**src/design/mbg_pkg.sv**
```systemverilog
// shared types, constants and helper functions of the maze backtracker generator
`default_nettype none

package mbg_pkg;

  localparam int ROW_W  = 5;
  localparam int COL_W  = 5;
  localparam int CELL_W = ROW_W + COL_W;
  localparam int CELLS  = 1 << CELL_W;
  localparam int CNT_W  = CELL_W + 1;
  localparam int MAX_ROWS = 1 << ROW_W;
  localparam int MAX_COLS = 1 << COL_W;
  localparam int DIM_W  = 6;
  localparam int FUNC_W = 2;
  localparam int DRAW_W = 2;
  localparam int EV_W   = 3;
  localparam int DIR_W  = 2;
  localparam int WALL_W = 4;
  localparam int NB_W   = 3;
  localparam int MAP_W  = WALL_W + 1;
  localparam int IN_DATA_W  = 16;
  localparam int OUT_DATA_W = 24;

  localparam logic [DIM_W-1:0] ROWS_MAX = DIM_W'(MAX_ROWS);
  localparam logic [DIM_W-1:0] COLS_MAX = DIM_W'(MAX_COLS);

  localparam logic [FUNC_W-1:0] FN_START = 2'd0;
  localparam logic [FUNC_W-1:0] FN_STEP  = 2'd1;

  localparam logic [EV_W-1:0] EV_CARVED = 3'd0;
  localparam logic [EV_W-1:0] EV_BACK   = 3'd1;
  localparam logic [EV_W-1:0] EV_IDLE   = 3'd2;
  localparam logic [EV_W-1:0] EV_START  = 3'd3;
  localparam logic [EV_W-1:0] EV_READ   = 3'd4;

  localparam logic [DIR_W-1:0] DIR_LEFT  = 2'd0;
  localparam logic [DIR_W-1:0] DIR_RIGHT = 2'd1;
  localparam logic [DIR_W-1:0] DIR_DOWN  = 2'd2;
  localparam logic [DIR_W-1:0] DIR_UP    = 2'd3;

  localparam logic [WALL_W-1:0] WALLS_ALL  = 4'hf;
  localparam logic [WALL_W-1:0] WALL_LEFT  = 4'h1;
  localparam logic [WALL_W-1:0] WALL_RIGHT = 4'h2;
  localparam logic [WALL_W-1:0] WALL_UP    = 4'h4;
  localparam logic [WALL_W-1:0] WALL_DOWN  = 4'h8;

  localparam logic [NB_W-1:0] NB_OWN  = 3'd0;
  localparam logic [NB_W-1:0] NB_LAST = 3'd4;

  localparam logic [0:0] CFG_ROWS = 1'b0;

  typedef struct packed {
    logic            sweep_en;
    logic            cap_in;
    logic            stk_rd;
    logic            top_ld;
    logic            nb_rd;
    logic            step_wr;
    logic            step_wr2;
    logic            cell_rd;
    logic            start_set;
    logic            res_ld;
    logic [EV_W-1:0] res_ev;
  } cmd_t;

  typedef struct packed {
    logic sweep_last;
    logic stack_empty;
    logic nb_last;
    logic carve;
    logic out_free;
  } sts_t;

  function automatic logic [WALL_W-1:0] wall_here(input logic [DIR_W-1:0] dir);
    logic [WALL_W-1:0] w;
    case (dir)
      DIR_LEFT:  w = WALL_LEFT;
      DIR_RIGHT: w = WALL_RIGHT;
      DIR_DOWN:  w = WALL_DOWN;
      default:   w = WALL_UP;
    endcase
    return w;
  endfunction

  function automatic logic [WALL_W-1:0] wall_there(input logic [DIR_W-1:0] dir);
    logic [WALL_W-1:0] w;
    case (dir)
      DIR_LEFT:  w = WALL_RIGHT;
      DIR_RIGHT: w = WALL_LEFT;
      DIR_DOWN:  w = WALL_UP;
      default:   w = WALL_DOWN;
    endcase
    return w;
  endfunction

  // zero acts as one, anything above the limit acts as the limit
  function automatic logic [DIM_W-1:0] eff_dim(input logic [DIM_W-1:0] v,
                                               input logic [DIM_W-1:0] lim);
    logic [DIM_W-1:0] r;
    if (v == '0) begin
      r = DIM_W'(1);
    end else if (v > lim) begin
      r = lim;
    end else begin
      r = v;
    end
    return r;
  endfunction

endpackage

`default_nettype wire

```
**src/design/mbg_ctrl.sv**
```systemverilog
// sequencing state machine of the maze backtracker generator
`default_nettype none

module mbg_ctrl (
  input  wire logic                       clk_i,
  input  wire logic                       rst_ni,
  input  wire logic                       s_valid_i,
  input  wire logic [mbg_pkg::FUNC_W-1:0] s_func_i,
  output logic                            s_ready_o,
  input  wire mbg_pkg::sts_t              sts_i,
  output mbg_pkg::cmd_t                   cmd_o
);

  localparam logic [3:0] ST_CLR   = 4'd0;
  localparam logic [3:0] ST_IDLE  = 4'd1;
  localparam logic [3:0] ST_SWEEP = 4'd2;
  localparam logic [3:0] ST_STK   = 4'd3;
  localparam logic [3:0] ST_TOP   = 4'd4;
  localparam logic [3:0] ST_NB    = 4'd5;
  localparam logic [3:0] ST_WAIT  = 4'd6;
  localparam logic [3:0] ST_DEC   = 4'd7;
  localparam logic [3:0] ST_WR2   = 4'd8;
  localparam logic [3:0] ST_RDC   = 4'd9;
  localparam logic [3:0] ST_FIN   = 4'd10;

  logic [3:0]                   state_q, state_d;
  logic [mbg_pkg::EV_W-1:0]     ev_q, ev_d;
  logic                         accept;

  assign s_ready_o = (state_q == ST_IDLE);
  assign accept    = s_valid_i & s_ready_o;

  always_comb begin
    state_d = state_q;
    ev_d    = ev_q;
    cmd_o   = '0;
    cmd_o.res_ev = ev_q;
    case (state_q)
      ST_CLR: begin
        cmd_o.sweep_en = 1'b1;
        if (sts_i.sweep_last) begin
          state_d = ST_IDLE;
        end
      end
      ST_IDLE: begin
        if (accept) begin
          cmd_o.cap_in = 1'b1;
          case (s_func_i)
            mbg_pkg::FN_START: state_d = ST_SWEEP;
            mbg_pkg::FN_STEP:  state_d = ST_STK;
            default:           state_d = ST_RDC;
          endcase
        end
      end
      ST_SWEEP: begin
        cmd_o.sweep_en = 1'b1;
        if (sts_i.sweep_last) begin
          cmd_o.start_set = 1'b1;
          ev_d    = mbg_pkg::EV_START;
          state_d = ST_FIN;
        end
      end
      ST_STK: begin
        if (sts_i.stack_empty) begin
          ev_d    = mbg_pkg::EV_IDLE;
          state_d = ST_FIN;
        end else begin
          cmd_o.stk_rd = 1'b1;
          state_d = ST_TOP;
        end
      end
      ST_TOP: begin
        cmd_o.top_ld = 1'b1;
        state_d = ST_NB;
      end
      ST_NB: begin
        cmd_o.nb_rd = 1'b1;
        if (sts_i.nb_last) begin
          state_d = ST_WAIT;
        end
      end
      ST_WAIT: begin
        state_d = ST_DEC;
      end
      ST_DEC: begin
        cmd_o.step_wr = 1'b1;
        if (sts_i.carve) begin
          ev_d    = mbg_pkg::EV_CARVED;
          state_d = ST_WR2;
        end else begin
          ev_d    = mbg_pkg::EV_BACK;
          state_d = ST_FIN;
        end
      end
      ST_WR2: begin
        cmd_o.step_wr2 = 1'b1;
        state_d = ST_FIN;
      end
      ST_RDC: begin
        cmd_o.cell_rd = 1'b1;
        ev_d    = mbg_pkg::EV_READ;
        state_d = ST_FIN;
      end
      ST_FIN: begin
        if (sts_i.out_free) begin
          cmd_o.res_ld = 1'b1;
          state_d = ST_IDLE;
        end
      end
      default: begin
        state_d = ST_IDLE;
      end
    endcase
  end

  always_ff @(posedge clk_i or negedge rst_ni) begin
    if (!rst_ni) begin
      state_q <= ST_CLR;
      ev_q    <= mbg_pkg::EV_IDLE;
    end else begin
      state_q <= state_d;
      ev_q    <= ev_d;
    end
  end

endmodule

`default_nettype wire

```
**config.mk**
```make
export PLATFORM = sky130hd
export DESIGN_NAME = mbg_ctrl
export DESIGN_NICKNAME = d
export VERILOG_FILES = /design/src/design/mbg_pkg.sv /design/src/design/mbg_ctrl.sv
export SDC_FILE = /design/constraint.sdc
export NUM_CORES = 1
export LEC_CHECK = 0
export ABC_AREA = 1
export BUFFER_PORTS_ARGS = -buffer_cell sky130_fd_sc_hd__buf_2
export CORE_MARGIN = 2
export CORE_UTILIZATION = 30
export CTS_BUF_LIST = sky130_fd_sc_hd__clkbuf_8
export DETAILED_ROUTE_END_ITERATION = 16
export MAX_ROUTING_LAYER = met4
export PLACE_DENSITY = 0.51
export SLEW_MARGIN = 20
export SYNTH_ARGS = -nofsm -noshare
export SYNTH_HDL_FRONTEND = slang
export SYNTH_SLANG_ARGS = --single-unit
export TNS_END_PERCENT = 5
```
**constraint.sdc**
```tcl
create_clock -name clk_i -period 1.3 [get_ports clk_i]
set_clock_uncertainty 0.1 [all_clocks]
set_input_delay 0.065 -clock clk_i [delete_from_list [all_inputs] [get_ports clk_i]]
set_output_delay 0.065 -clock clk_i [all_outputs]
set_load 0.1 [all_outputs]
```
; ---- Word level (Yosys, flattened, before mapping)
; Index checks and enable logic that the tools add are counted.
[classes]
muxes = 27
n_addsub = 0
order_cmp = 0
eq_ne = 17
n_reduce_logical = 7
mul = 0
shift = 0
div_mod_pow = 0
n_bitwise = 1
[ops]
columns = operator, count
row1 = 4-bit one-hot mux with 10 select lines, 1
row2 = 4-bit two-way mux, 6
row3 = 4-bit by 3-bit equality test with 1-bit output (second input constant), 4
row4 = 1-bit two-way mux, 15
row5 = 4-bit equality test (second input constant), 3
row6 = 3-bit one-hot mux with 4 select lines, 1
row7 = 2-bit inequality test (second input constant), 5
row8 = 4-bit by 2-bit equality test with 1-bit output (second input constant), 2
row9 = 4-bit one-hot mux with 2 select lines, 1
row10 = 3-bit two-way mux, 2
row11 = 5-bit AND reduction, 1
row12 = 4-bit by 1-bit equality test with 1-bit output (second input constant), 1
row13 = 4-bit logical NOT, 1
row14 = 4-bit nonzero test, 1
row15 = 2-bit OR reduction, 2
row16 = 3-bit AND reduction, 1
row17 = 2-bit by 1-bit equality test with 1-bit output (second input constant), 1
row18 = 2-bit logical NOT, 1
row19 = 2-bit two-way mux, 1
row20 = 2-bit by 1-bit inequality test with 1-bit output (second input constant), 1
row21 = 1-bit AND, 1
[totals]
register_bits = 7
latch_bits = 0
word_cells = 54
ram_bits = 0
mem_count = 0
romBits = 0
output_inout_bits = 14

; ---- Depth between registers and ports, before layout
[logic_depth]
ltp_word = 4
depth_mapped = 8

; ---- Least setup slack after synthesis
; No wires, ideal clock.
[synth_path]
kind = flip-flop to output port
start = reg state_q[3]
end = out cmd_o[11] in the netlist's numbering
n_path_buf = 0
stages_incl_launch_ff = 4
setup_slack_ps = -1561
t_required_ps = 1135
arrival_ps = 2696
cell_sequence = dfrtp_1 nor2_4 inv_2 nor3_1
[synth_lines]
columns = item, line
row1 = start: declaration, mbg_ctrl.sv:26  ; logic [3:0] state_q, state_d;
row2 = start signal: assignment, mbg_ctrl.sv:121  ; state_q <= state_d;
row3 = end: declaration, mbg_ctrl.sv:11  ; output mbg_pkg::cmd_t cmd_o

==> impl_metrics.csv <==
group,metric,value,unit
clocking,cts_bufs_inserted,3,
drt,dr.first_iter.drc_count,4,
flow_run,reported_max_cap_violation_count,0,
sta,final.setup.tns,-2.27,ns
drt,detail_route.vias_per_cell,4.51,
global_routing,globalRouteTotalUtil,0.193,
yosys,synth_cell_count_leaders,"sky130_fd_sc_hd__nand2_1, sky130_fd_sc_hd__nand3_1, sky130_fd_sc_hd__inv_1, sky130_fd_sc_hd__nor2_1, sky130_fd_sc_hd__dfrtp_1",
global_routing,grt_max_degree,8,
global_routing,overflow,0,
yosys,yosys_warnings,0,
yosys,synthDistinctLibCells,14,
place,dpl-instance-area,0.00110,mm2
cells_and_area,area_growth,109,%
worst_setup_path,r2r_slack,-0.12,ns
worst_setup_path,start_to_end_type_of_the_worst_setup_path,"flip-flop to output port",
yosys,dominantRegCellSynth,"sky130_fd_sc_hd__dfrtp_1",
worst_setup_path,cp_slowest_stage_delay,0.43,ns
worst_setup_path,worstReg2RegEnd,"state_q[1]",
hold_path,worst_hold_path.endpoint,"state_q[0]",
run_status,failed_checks,"setup timing",
worst_setup_path,worst-r2r-cell-count,8,
worst_setup_path,cell_chain_of_the_critical_path,"nor2_4 -> inv_2 -> buf_6 -> nor3_4 -> buf_12",
clocking,clock_tree.root_cell,"sky130_fd_sc_hd__clkbuf_8",
drt,route.antenna.remaining_nets,0,
cells_and_area,final_core_utilization,0.681,
yosys,number_of_enable_flip_flop_cells_after_synthesis,0,
place,detailed_place_hpwl,1520,um
global_routing,grt_antenna_before_repair,0,
hold_path,hold_path_startpoint,"s_func_i[0]",
floorplanning,core,0.00176,mm2
sta,finalHoldViolCount,0,
hold_path,hp-class,"input port to flip-flop",
cells_and_area,drive_gt1_frac,0.549,
floorplanning,area_enclosed_by_the_die_boundary,0.00228,mm2
floorplanning,start_util,0.326,
floorplanning,die_height,47.8,um
worst_setup_path,worst-endpoint-required,1.13,ns
worst_setup_path,slowest_stage,"sky130_fd_sc_hd__dfrtp_2",
clocking,cts.reportedPaths.clkPinSlew,0.04,ns
sta,worst_slew_pin_slew,0.484,ns
yosys,seq_area_frac_synth,0.307,
drt,vias,763,
yosys,synth-async-reset-ratio,1.00,
clocking,cts.sink_count,7,
global_routing,grt_pass1_wl,2900,um
worst_setup_path,worst_r2r_startpoint,"state_q[2]",
worst_setup_path,worst_setup_ep_type,"output port",
clocking,tritoncts,"yes",
sta,tmin_final,1.53,ns
cells_and_area,num_antenna_cells,0,
floorplanning,fp-row-count,15,
worst_setup_path,critPathLaunchType,"flip-flop",
hold_path,worstHoldPathCells,5,
drt,route.final.wire_length,1800,um
floorplanning,die_width,47.8,um
sta,holdWs,0.0554,ns
sta,fin_ws,-0.228,ns
yosys,syn_area_per_cell,5.98,um2
yosys,synthDominantAreaCellType,"sky130_fd_sc_hd__dfrtp_1",
global_routing,vias_in_the_first_global_route,677,
yosys,post-synth-top-area-fraction,0.261,
clocking,clock_latency,0.23,ns
clocking,ctsHtreeMaxLevel,1,
place,io_buffers,23,
worst_setup_path,worst_ep_arrival_time,1.36,ns
yosys,synth_fp_nets,106,
sta,final.period_utilization,1.18,
worst_setup_path,cp_max_fo,4,
drt,post_drt_wl_per_cell,10.6,um
sta,number_of_setup_violations_in_the_final_report,17,
yosys,postSynthCellCount,96,
yosys,synthMostInstantiatedCell,"sky130_fd_sc_hd__nand2_1",
drt,detailedRoute.firstPassIterationCount,4,
sta,fmaxAchievable,654,MHz
drt,drcViolationCount,0,
sta,slew_viol_final,0,
clocking,clk_path_buf_depth,2,
floorplanning,io_pins,24,
sta,unrepaired_setup_endpoints_after_global_routing,"yes",
yosys,synth.top_cells.by_area,"sky130_fd_sc_hd__dfrtp_1, sky130_fd_sc_hd__nand2_1, sky130_fd_sc_hd__nand3_1",
yosys,synth_area,574,um2
place,place.gp.congestion,1.00,
run_status,outcome,"finished, violations left",
sta,worst_slew_margin_rel,0.680,
yosys,ys_seq_elements,7,
cells_and_area,nNetsFinal,155,
cells_and_area,design_area,0.00120,mm2
[cells in the final DEF (no fill, tap or decap), types with 5 or more instances in the layout]
cell type / netlist / routed
sky130_fd_sc_hd__inv_1: 13 / 11
sky130_fd_sc_hd__nand2_2: 3 / 5
sky130_fd_sc_hd__buf_12: 0 / 12
sky130_fd_sc_hd__buf_2: 0 / 11
sky130_fd_sc_hd__nor2_2: 5 / 7
sky130_fd_sc_hd__buf_4: 0 / 18
sky130_fd_sc_hd__nor2_4: 1 / 6
sky130_fd_sc_hd__nand2_1: 29 / 25
sky130_fd_sc_hd__nand3_1: 17 / 17
sky130_fd_sc_hd__inv_2: 4 / 7
[state kept, by name, summed over array words and instances (netlist names)]
signal,count
ev_q,3
state_q,4
[critical path, delay by kind of cell, from the launching register on]
family | cells | cell delay, ns
flip-flops | 1 | 0.43
buffers and inverters | 3 | 0.41
AND/OR/NAND/NOR | 2 | 0.29
[how the worst max path moves through the flow]
stage | from | to
2_1_floorplan | state_q[3] | state_q[1]
3_3_place_gp | state_q[2] | ev_q[0]
3_5_place_dp | state_q[2] | ev_q[0]
4_1_cts | state_q[2] | cmd_o[11]
5_1_grt | state_q[2] | cmd_o[11]
6_report | state_q[2] | cmd_o[11]
[per-stage QoR]
step	instances	worst slack, ns
2_1_floorplan	96	-0.407
3_3_place_gp	161	-0.0975
3_5_place_dp	161	-0.112
4_1_cts	169	-0.242
5_1_grt	169	-0.272
6_report	169	-0.228
[cell families after synthesis]
logic type | Yosys count | share of synthesized area
flops | 7 | 0.307
compound gates | 5 | 0.0436
buf+inv | 17 | 0.111
simple gates | 67 | 0.538
[metal layers]
| metal | track usage | up-vias | share of wire |
|---|---|---|---|
| li1 | - | 399 | - |
| met3 | 0.0642 | 3 | 0.047 |
| met5 | - | - | 0 |
| met1 | 0.240 | 340 | 0.45 |
| met2 | 0.299 | 21 | 0.49 |
| met4 | 0.0486 | 0 | 0.0094 |
[area by class of cell]
class                      instances  area (um2)
fill                             175         563
timing repair buffer              44         463
multi-input combinational         72         419
sequential                         7         179
inverter                          17        63.8
clock buffer                       3        41.3
tap                               25        31.3
clock inverter                     1        3.75
[what timing repair did]
action	CTS	global route
endpoints found under the setup margin	18	18
hold endpoints to repair	7	0
buffers inserted	3	0
pin swaps	3	0
resized for setup	10	1
hold buffers	1	0
gates cloned	0	0
Power is not shown: default switching activity piles up to over one toggle a cycle in this logic, so the estimate is an artifact.
